## src/design/spv_pkg.sv

```systemverilog
`timescale 1ns / 1ps

package spv_pkg;

    localparam int MIX_W    = 24;
    localparam int SAMPLE_W = 16;
    localparam int POS_W    = 32;
    localparam int GAIN_W   = 16;
    localparam int PROD_W   = SAMPLE_W + GAIN_W + 1 - 16;

    // item function codes
    localparam logic [1:0] FUNC_WRITE  = 2'd0;
    localparam logic [1:0] FUNC_TRIG   = 2'd1;
    localparam logic [1:0] FUNC_CUT    = 2'd2;
    localparam logic [1:0] FUNC_RENDER = 2'd3;

    // register indexes (byte address is 4x)
    localparam logic [2:0] REG_STEP_RATE    = 3'd0;
    localparam logic [2:0] REG_LOOP_ENABLE  = 3'd1;
    localparam logic [2:0] REG_WAVE_LENGTH  = 3'd2;
    localparam logic [2:0] REG_LOOP_BEGIN   = 3'd3;
    localparam logic [2:0] REG_LOOP_FINISH  = 3'd4;
    localparam logic [2:0] REG_GAIN_LEVEL   = 3'd5;
    localparam logic [2:0] REG_PAN_POSITION = 3'd6;

    localparam logic [23:0] RST_STEP_RATE    = 24'd65536;
    localparam logic [7:0]  RST_GAIN_LEVEL   = 8'd128;
    localparam logic [8:0]  RST_PAN_POSITION = 9'd128;

    localparam logic [7:0]  VOL_MAX = 8'd128;
    localparam logic [8:0]  PAN_MAX = 9'd256;

    typedef struct packed {
        logic [1:0]           func;
        logic [13:0]          wave_addr;
        logic signed [15:0]   wave_left;
        logic signed [15:0]   wave_right;
        logic [13:0]          start_frame;
        logic signed [23:0]   mix_in_left;
        logic signed [23:0]   mix_in_right;
    } t_in_item;

    typedef struct packed {
        logic signed [23:0]   mix_out_left;
        logic signed [23:0]   mix_out_right;
        logic                 voice_active;
    } t_out_item;

    typedef struct packed {
        logic [23:0] step_rate;
        logic        loop_enable;
        logic [14:0] wave_length;
        logic [13:0] loop_begin;
        logic [14:0] loop_finish;
        logic [7:0]  gain_level;
        logic [8:0]  pan_position;
    } t_cfg;

    // controller -> datapath
    typedef struct packed {
        logic cap;        // capture the accepted request
        logic wr_wave;
        logic trig;
        logic cut;        // note off
        logic kill;       // this render adds nothing
        logic mod_start;
        logic mod_step;
        logic rd;
        logic mul;
        logic acc;
        logic out_load;
    } t_cmd;

    // datapath -> controller
    typedef struct packed {
        logic [1:0] func;
        logic       note;
        logic       render;
        logic       loop_en;
        logic       need_wrap;
        logic       loop_empty;
        logic       past_len;
        logic       mod_last;
        logic       out_busy;
    } t_status;

endpackage

```

## src/design/spv_ctrl.sv

```systemverilog
`timescale 1ns / 1ps

module spv_ctrl import spv_pkg::*; (
    input  logic    i_clk,
    input  logic    i_rst_n,
    input  logic    i_in_valid,
    output logic    o_in_stall,
    input  t_status i_status,
    output t_cmd    o_cmd
);

    localparam logic [3:0] S_IDLE = 4'd0;
    localparam logic [3:0] S_DISP = 4'd1;
    localparam logic [3:0] S_MOD1 = 4'd2;
    localparam logic [3:0] S_READ = 4'd3;
    localparam logic [3:0] S_MUL  = 4'd4;
    localparam logic [3:0] S_ACC  = 4'd5;
    localparam logic [3:0] S_CHK2 = 4'd6;
    localparam logic [3:0] S_MOD2 = 4'd7;
    localparam logic [3:0] S_FIN  = 4'd8;

    logic [3:0] r_state;
    logic [3:0] n_state;

    always_comb begin
        n_state = r_state;
        o_cmd   = '0;
        unique case (r_state)
            S_IDLE: begin
                if (i_in_valid) begin
                    o_cmd.cap = 1'b1;
                    n_state   = S_DISP;
                end
            end
            S_DISP: begin
                unique case (i_status.func)
                    FUNC_WRITE: begin
                        o_cmd.wr_wave = 1'b1;
                        n_state       = S_FIN;
                    end
                    FUNC_TRIG: begin
                        o_cmd.trig = 1'b1;
                        n_state    = S_FIN;
                    end
                    FUNC_CUT: begin
                        o_cmd.cut = 1'b1;
                        n_state   = S_FIN;
                    end
                    default: begin
                        if (!i_status.note) begin
                            o_cmd.kill = 1'b1;
                            n_state    = S_ACC;
                        end else if (i_status.loop_en) begin
                            if (!i_status.need_wrap) begin
                                n_state = S_READ;
                            end else if (i_status.loop_empty) begin
                                o_cmd.cut  = 1'b1;
                                o_cmd.kill = 1'b1;
                                n_state    = S_ACC;
                            end else begin
                                o_cmd.mod_start = 1'b1;
                                n_state         = S_MOD1;
                            end
                        end else if (i_status.past_len) begin
                            o_cmd.cut  = 1'b1;
                            o_cmd.kill = 1'b1;
                            n_state    = S_ACC;
                        end else begin
                            n_state = S_READ;
                        end
                    end
                endcase
            end
            S_MOD1: begin
                o_cmd.mod_step = 1'b1;
                if (i_status.mod_last) begin
                    n_state = S_READ;
                end
            end
            S_READ: begin
                o_cmd.rd = 1'b1;
                n_state  = S_MUL;
            end
            S_MUL: begin
                o_cmd.mul = 1'b1;
                n_state   = S_ACC;
            end
            S_ACC: begin
                o_cmd.acc = 1'b1;
                n_state   = S_CHK2;
            end
            S_CHK2: begin
                n_state = S_FIN;
                if (i_status.render) begin
                    if (i_status.loop_en) begin
                        if (i_status.need_wrap) begin
                            if (i_status.loop_empty) begin
                                o_cmd.cut = 1'b1;
                            end else begin
                                o_cmd.mod_start = 1'b1;
                                n_state         = S_MOD2;
                            end
                        end
                    end else if (i_status.past_len) begin
                        o_cmd.cut = 1'b1;
                    end
                end
            end
            S_MOD2: begin
                o_cmd.mod_step = 1'b1;
                if (i_status.mod_last) begin
                    n_state = S_FIN;
                end
            end
            S_FIN: begin
                if (!i_status.out_busy) begin
                    o_cmd.out_load = 1'b1;
                    n_state        = S_IDLE;
                end
            end
            default: begin
                n_state = S_IDLE;
            end
        endcase
    end

    always_ff @(posedge i_clk) begin
        if (!i_rst_n) begin
            r_state <= S_IDLE;
        end else begin
            r_state <= n_state;
        end
    end

    assign o_in_stall = (r_state != S_IDLE);

endmodule

```

## config.mk

```make
export PLATFORM = sky130hd
export DESIGN_NAME = spv_ctrl
export DESIGN_NICKNAME = d
export VERILOG_FILES = /design/src/design/spv_pkg.sv /design/src/design/spv_ctrl.sv
export SDC_FILE = /design/constraint.sdc
export NUM_CORES = 1
export LEC_CHECK = 0
export ABC_AREA = 0
export BUFFER_PORTS_ARGS = -buffer_cell sky130_fd_sc_hd__buf_2
export CAP_MARGIN = 10
export CORE_MARGIN = 2
export CORE_UTILIZATION = 40
export DETAILED_ROUTE_END_ITERATION = 6
export GPL_TIMING_DRIVEN = 0
export PLACE_DENSITY = 0.75
export SLEW_MARGIN = 30
export SYNTH_ARGS = -nofsm -noshare
export SYNTH_HDL_FRONTEND = slang
export SYNTH_SLANG_ARGS = --single-unit
```

## constraint.sdc

```tcl
create_clock -name i_clk -period 1.25 [get_ports i_clk]
set_input_delay 0.1875 -clock i_clk [delete_from_list [all_inputs] [get_ports i_clk]]
set_output_delay 0.1875 -clock i_clk [all_outputs]
set_load 0.1 [all_outputs]
```

==> results of run 1 <==
[kinds of logic after synthesis]
logic type             Yosys count  share of synthesized area, %
flip-flops                       4                         15.31
AND/OR/NAND/NOR                 33                         40.91
XOR/XNOR                         1                         1.675
multiplexers                     1                         2.153
buffers and inverters            9                         10.76
AO/OA/AOI/OAI                   18                         29.19
[repair_timing]
item	4_1_cts
pin swaps	11
cloned	0
setup buffers	14
resized for setup	67
endpoints found under the setup margin	16
[stage by stage]
stage | utilization, % | instances | instance area, um2
floorplan | - | 66 | 605.6
CTS | 88.71 | 122 | 1111
detailed placement | 59.44 | 105 | 744.5
global placement | 59.44 | 105 | 744.5
[cell usage after synthesis, types with 2 or more instances]
master   n
buf_4    2
a32o_1   2
buf_6    2
nor2_1   6
nand2_1  3
nand3_1  3
dfxtp_1  4
nor3_1   2
o21ai_0  2
a21oi_2  2
o22a_1   2
a21oi_1  3
and3_1   2
inv_1    4
and2_1   3
==> impl_metrics.yaml, run 1 <==
outcome:
  outcome: "aborted with a tool error"
  stop_stage: "global routing (5_1_grt)"
  firstError: "[ERROR DPL-0033] detailed placement checks failed during check placement."
cts:
  cts-root-buf: "clkbuf_4"
  cts_hold_buf: 0
  numCtsBuffers: 3
  h-tree-depth: 1
  clock-sinks: 4
  cts_buffer_depth: 2
synth:
  synth_fp_nets: 79
  syn_area_um2: 523.0
  synth_area_per_cell_um2: 7.924
  synth.area.top_cells: "dfxtp_1 15%, o311ai_4 5.0%, nor4b_4 4.5%"
  synthFlopType: "dfxtp_1"
  ys_seq_elements: 4
  async_reset_ff_share_pct: 0
  syn_inst: 66
  synth.distinct_cells: 39
  synth-edff-count: 0
  ys_warn_count: 0
  synth_top_area_share_pct: 15.31
  ys_seq_area_share_pct: 15.31
  synth_top_area_cell: "dfxtp_1"
floorplan:
  io_pins: 25
  dieHeight_um: 40.16
  start_util_pct: 41.76
  die_w_um: 40.16
  rows: 13
place:
  hpwl_um: 1075
  place_congestion: 0.7853
  portBuffers: 24
  pre_cts_slack_ps: -573.5
timing:
  repair-timing-grt-worst-ep: "o_cmd[5]"
  worst_endpoint_kind: "top-level output"
global_route:
  grt_antenna_before_repair: 0
  grt_max_degree: 9
==> run 2, diff against run 1 <==
--- a/config.mk
+++ b/config.mk
@@ -8,11 +8,11 @@
 export ABC_AREA = 0
 export BUFFER_PORTS_ARGS = -buffer_cell sky130_fd_sc_hd__buf_2
 export CAP_MARGIN = 10
-export CORE_MARGIN = 2
-export CORE_UTILIZATION = 40
+export CORE_AREA = 2 2 63 65
 export DETAILED_ROUTE_END_ITERATION = 6
+export DIE_AREA = 0 0 65 67
 export GPL_TIMING_DRIVEN = 0
-export PLACE_DENSITY = 0.75
+export PLACE_DENSITY_LB_ADDON = 0.15
 export SLEW_MARGIN = 30
 export SYNTH_ARGS = -nofsm -noshare
 export SYNTH_HDL_FRONTEND = slang
==> constraint.sdc (replaced) <==
create_clock -name i_clk -period 1.62 [get_ports i_clk]
set_input_delay 0.243 -clock i_clk [delete_from_list [all_inputs] [get_ports i_clk]]
set_output_delay 0.243 -clock i_clk [all_outputs]
set_load 0.1 [all_outputs]
==> impl_metrics.yaml, run 2 <==
timing:
  slew_headroom_pct: 67.88
  timing.final.crit_share_pct: 107.2
  setup_ws_ps: -117.3
  fmax_ghz: 0.5756
  setup_viol: 6
  worst_slew_pin_slew_ps: 485.1
  finalCriticalPeriod_ps: 1737
  rsz0062_at_grt: "yes"
  hold_violations: 0
  slew_violations: 0
  skew_ps: 3.112
cts:
  path_clk_slew_ps: 30
  clock-sinks: 4
  numCtsBuffers: 3
  cts_tree: "built"
  cts-root-buf: "clkbuf_8"
  clk_latency_ps: 210
  cts_buffer_depth: 2
  cts_hold_buf: 0
  h-tree-depth: 1
cells_and_area:
  finalNonFillerCells: 155
  multi_input_area_um2: 506.7
  syn_to_final_growth_pct: 116.3
  layout_commonest_cell: "buf_4"
  seq_area_um2: 87.58
  layout-drive-gt1-share_pct: 68.22
  largest_reg_flops: 4
  fillers: 385
  n_antenna_cell: 0
  final_nets: 122
  final_util_pct: 31.37
  reg.largest.list: "r_state x4"
  mostFrequentLayoutCells: "14 x buf_4, 13 x buf_2, 8 x buf_12, 5 x buf_6"
  regMostFlops: "r_state"
floorplan:
  core_mm2: 0.003606
  dieHeight_um: 67
  dieArea_mm2: 0.004355
  start_util_pct: 14.50
  rows: 22
  die_w_um: 65
  io_pins: 25
outcome:
  outcome: "finished with violations"
  violations: "setup timing"
synth:
  syn_area_um2: 523.0
  synth_fp_nets: 79
  synth_area_per_cell_um2: 7.924
  synthFlopType: "dfxtp_1"
  ys_warn_count: 0
  ys_seq_elements: 4
  synth_common_cells: "6 x nor2_1, 4 x dfxtp_1, 4 x inv_1"
  synth.distinct_cells: 39
  syn_inst: 66
  synth_top_area_share_pct: 15.31
  synth_top_area_cell: "dfxtp_1"
  synth.area.top_cells: "dfxtp_1 15%, o311ai_4 5.0%, nor4b_4 4.5%"
  async_reset_ff_share_pct: 0
  synth-edff-count: 0
  synth_most_common_cell: "nor2_1"
  ys_seq_area_share_pct: 15.31
global_route:
  grt_use_total_pct: 9.139
  overflow: 0
  grt_max_degree: 11
  first_global_vias: 644
  grt_antenna_before_repair: 0
  grt_pass1_wl_um: 2973
worst_setup_path:
  crit_path_max_fanout: 4
  crit_required_ps: 1380
  end_kind: "output port"
  crit_arrival_ps: 1490
  critPathLaunchType: "flip-flop"
  path_class: "flip-flop to output port"
job:
  cap_violations: 0
pwr:
  p_leak_nw: 0.4437
  p_total_w: 0.0007012
  p_per_area_mw_per_mm2: 619.9
  vdd_drop_max_v: 0.0003151
routing:
  routed_wl_um: 1887
  vias: 662
  wl_per_cell_um: 12.17
  dr.pass1.iters: 4
  antenna_left: 0
  viasPerCell: 4.271
  drc: 0
  drt-initial-drc-count: 30
place:
  dp_cells: 138
  hpwl_um: 1351
  pre_cts_slack_ps: -293.9
  portBuffers: 24
  place_congestion: 0.7103
worst_hold_path:
  hold_path_class: "input port to flip-flop"
-- run 2: cell counts after synthesis --
No cell type changed its count.
-- run 2: cell type report --
class / count / share of cell area [%]
repair buffers: 39 / 33.19
clock buffers: 3 / 3.650
multi-input cells: 53 / 44.80
plain buffers: 3 / 3.650
inverters: 5 / 1.659
well taps: 48 / 5.310
flip-flops and latches: 4 / 7.743
-- run 2: final timing paths --
path / start / end / slack (ps) / depth (start not counted)
setup / recovery: r_state[0]$_SDFFE_PN0P_ / o_cmd[7] / -120 / 7
hold / removal: i_rst_n / r_state[2]$_SDFFE_PN0P_ / 320 / 2
setup reg to reg: r_state[0]$_SDFFE_PN0P_ / r_state[0]$_SDFFE_PN0P_ / 40 / 8
hold reg to reg: r_state[3]$_SDFFE_PN0P_ / r_state[0]$_SDFFE_PN0P_ / 640 / 3
-- run 2: metrics by stage --
stage / TNS, ps / area [um2] / hold WS [ps]
after floorplan: -826.1 / 594.3 / 360.8
after global placement: -972.2 / 774.5 / 561.1
after detailed placement: -981.2 / 774.5 / 556.6
after CTS: -568.5 / 996.0 / 320.3
after global routing: -1097 / 1131 / 317.1
final: -495.4 / 1131 / 319.3
-- run 2: kinds of logic after synthesis --
| family | after synthesis | synth area share, % |
|---|---|---|
| compound gates | 18 | 29.19 |
| xor+xnor | 1 | 1.675 |
| mux | 1 | 2.153 |
| buf+inv | 9 | 10.76 |
| flops | 4 | 15.31 |
| simple gates | 33 | 40.91 |
-- run 2: critical path, stage by stage (launching register included) --
cell	delay, ps
dfxtp_2	310
buf_6	100
buf_4	100
and2b_2	230
nand3_4	120
nor2_4	40
a31o_4	210
buf_12	160
-- run 2: power by group --
| group | total [W] | leakage [nW] | switching (W) | internal (W) |
|---|---|---|---|---|
| logic | 0.000381 | 0.388 | 0.000233 | 0.000148 |
| registers | 0.000114 | 0.0346 | 0.00000776 | 0.000106 |
| clock network | 0.000206 | 0.0216 | 0.0000477 | 0.000158 |
| total | 0.000701 | 0.444 | 0.000289 | 0.000413 |
-- run 2: layer usage --
layer  GRT usage [%]  part of all wire (%)  up-vias
li1                -                     -      330
met1           9.538                    43      313
met2           17.14                    51       19
met3           3.885                   5.0        0
met4           1.596                     0        0
met5               0                     0        -
-- run 2: what timing repair did --
item,CTS,global route
resized for setup,43,12
pin swaps,2,6
setup endpoints to repair,12,9
buffers inserted,4,11
(Power assumes the default switching activity.)
==> run 3, diff against run 2 <==
--- a/config.mk
+++ b/config.mk
@@ -12,7 +12,9 @@
 export DETAILED_ROUTE_END_ITERATION = 6
 export DIE_AREA = 0 0 65 67
 export GPL_TIMING_DRIVEN = 0
+export MAX_ROUTING_LAYER = met4
 export PLACE_DENSITY_LB_ADDON = 0.15
+export SKIP_LAST_GASP = 1
 export SLEW_MARGIN = 30
 export SYNTH_ARGS = -nofsm -noshare
 export SYNTH_HDL_FRONTEND = slang
==> constraint.sdc (replaced) <==
create_clock -name i_clk -period 1.8 [get_ports i_clk]
set_input_delay 0.27 -clock i_clk [delete_from_list [all_inputs] [get_ports i_clk]]
set_output_delay 0.27 -clock i_clk [all_outputs]
set_load 0.1 [all_outputs]
==> impl_metrics.yaml, run 3 (synthesis gave the netlist of run 2 again) <==
timing:
  hold_violations: 0
  slew_violations: 0
  skew_ps: 0.6734
  slew_headroom_pct: 68.08
  finalCriticalPeriod_ps: 1774
  worst_slew_pin_slew_ps: 482.1
  timing.final.crit_share_pct: 98.56
  worst_hold_slack_ps: 356.8
  setup_viol: 0
  fmax_ghz: 0.5637
  rsz0062_at_grt: "yes"
cells_and_area:
  mostFrequentLayoutCells: "14 x buf_2, 8 x buf_4, 6 x nor2_1, 6 x buf_12"
  finalNonFillerCells: 148
  layout-drive-gt1-share_pct: 58.00
  final_nets: 115
  reg.largest.list: "r_state x4"
  regMostFlops: "r_state"
  layout_commonest_cell: "buf_2"
  n_antenna_cell: 0
  largest_reg_flops: 4
  syn_to_final_growth_pct: 88.28
  design_area_um2: 984.7
floorplan:
  die_w_um: 65
  start_util_pct: 14.50
  rows: 22
  io_pins: 25
  dieArea_mm2: 0.004355
  core_mm2: 0.003606
  dieHeight_um: 67
routing:
  drc: 0
  antenna_left: 0
  wl_per_cell_um: 11.14
  viasPerCell: 4.041
  drt-initial-drc-count: 31
  vias: 598
  dr.pass1.iters: 4
  routed_wl_um: 1649
worst_hold_path:
  holdPathStages: 2
  holdPathEnd: "r_state[3]$_SDFFE_PN0P_"
  holdCritStartpoint: "i_status[0]"
  hold_path_class: "input port to flip-flop"
worst_setup_path:
  crit_required_ps: 1530
  r2r_slack_ps: 340
  slowest_stage: "dfxtp_2"
  r2r_end: "r_state[1]$_SDFFE_PN0P_"
  critPathLaunchType: "flip-flop"
  crit_chain: "buf_6, nor4b_4, buf_4, nor3b_4, buf_12"
  cpPeakStageDelay_ps: 310
  r2r-start: "r_state[0]$_SDFFE_PN0P_"
  crit_path_max_fanout: 7
  crit_arrival_ps: 1500
  path_delay_family: "buffers and inverters"
  end_kind: "output port"
  worst-r2r-cell-count: 6
  path_buf_inv: 3
  path_class: "flip-flop to output port"
cts:
  clock-sinks: 4
  cts_buffer_depth: 2
  path_clk_slew_ps: 30
  h-tree-depth: 1
  cts_tree: "built"
  numCtsBuffers: 3
  clk_latency_ps: 210
  cts-root-buf: "clkbuf_8"
outcome:
  outcome: "complete, no violations"
pwr:
  p_total_w: 0.0005979
  p_per_area_mw_per_mm2: 607.2
  p_leak_nw: 0.3917
  vdd_drop_max_v: 0.0001656
place:
  place_congestion: 0.7169
  hpwl_um: 1281
  placed_area_um2: 767.0
  portBuffers: 24
  dp_cells: 138
global_route:
  grt_max_degree: 11
  grt_antenna_before_repair: 0
  grt_use_total_pct: 8.282
  overflow: 0
  first_global_vias: 564
  grt_pass1_wl_um: 2615
job:
  cap_violations: 0
==> run 3: repair_timing <==
item | in CTS | in global routing
gates resized for setup | 25 | 8
endpoints found under the hold margin | 0 | 0
setup buffers | 4 | 4
pin swaps | 4 | 2
hold buffers | 0 | 0
setup endpoints to repair | 8 | 9
==> run 3: power breakdown <==
group / switching [W] / internal [W] / total (W)
sequential: 0.00000624 / 0.0000966 / 0.000103
combinational: 0.000199 / 0.000113 / 0.000312
clock: 0.0000410 / 0.000142 / 0.000183
==> run 3: layout make-up <==
class / instances / area, um2
Buffer: 3 / 33.78
Clock buffer: 3 / 41.29
Fill cell: 395 / 2621
Inverter: 5 / 18.77
Multi-Input combinational cell: 53 / 462.9
Sequential cell: 4 / 83.83
Tap cell: 48 / 60.06
Timing Repair Buffer: 32 / 284.0
==> run 3: per-stage QoR <==
step           TNS, ps  setup slack [ps]  util, %
6_report             0             25.88    27.31
2_1_floorplan   -256.1            -167.7        -
5_1_grt         -76.47            -27.52    27.31
3_5_place_dp    -212.7            -130.8    21.27
3_3_place_gp    -297.0            -169.0    21.27
4_1_cts         -148.5            -51.02    25.71
==> run 3: worst max path at each step <==
stage               cells after the start  endpoint               startpoint
floorplan                               3  o_cmd[1]  r_state[2]$_SDFFE_PN0P_
global placement                        6  o_cmd[7]  r_state[1]$_SDFFE_PN0P_
detailed placement                      6  o_cmd[7]  r_state[1]$_SDFFE_PN0P_
CTS                                     5  o_cmd[9]  r_state[3]$_SDFFE_PN0P_
global route                            6  o_cmd[7]  r_state[1]$_SDFFE_PN0P_
finish                                  5  o_cmd[9]  r_state[0]$_SDFFE_PN0P_
==> run 3: worst reg2reg max path, delay by kind of cell, from the launching register on <==
kind | cells | cell delay (ps)
compound gates | 2 | 370
buf+inv | 2 | 290
flops | 1 | 310
simple gates | 2 | 430
==> run 3: routing by layer <==
metal	wire length [um]	track usage, %	vias to the layer above
li1	-	-	313
met1	748	9.428	274
met2	838	13.66	11
met3	62	2.027	0
met4	0	3.989	0
met5	0	-	-
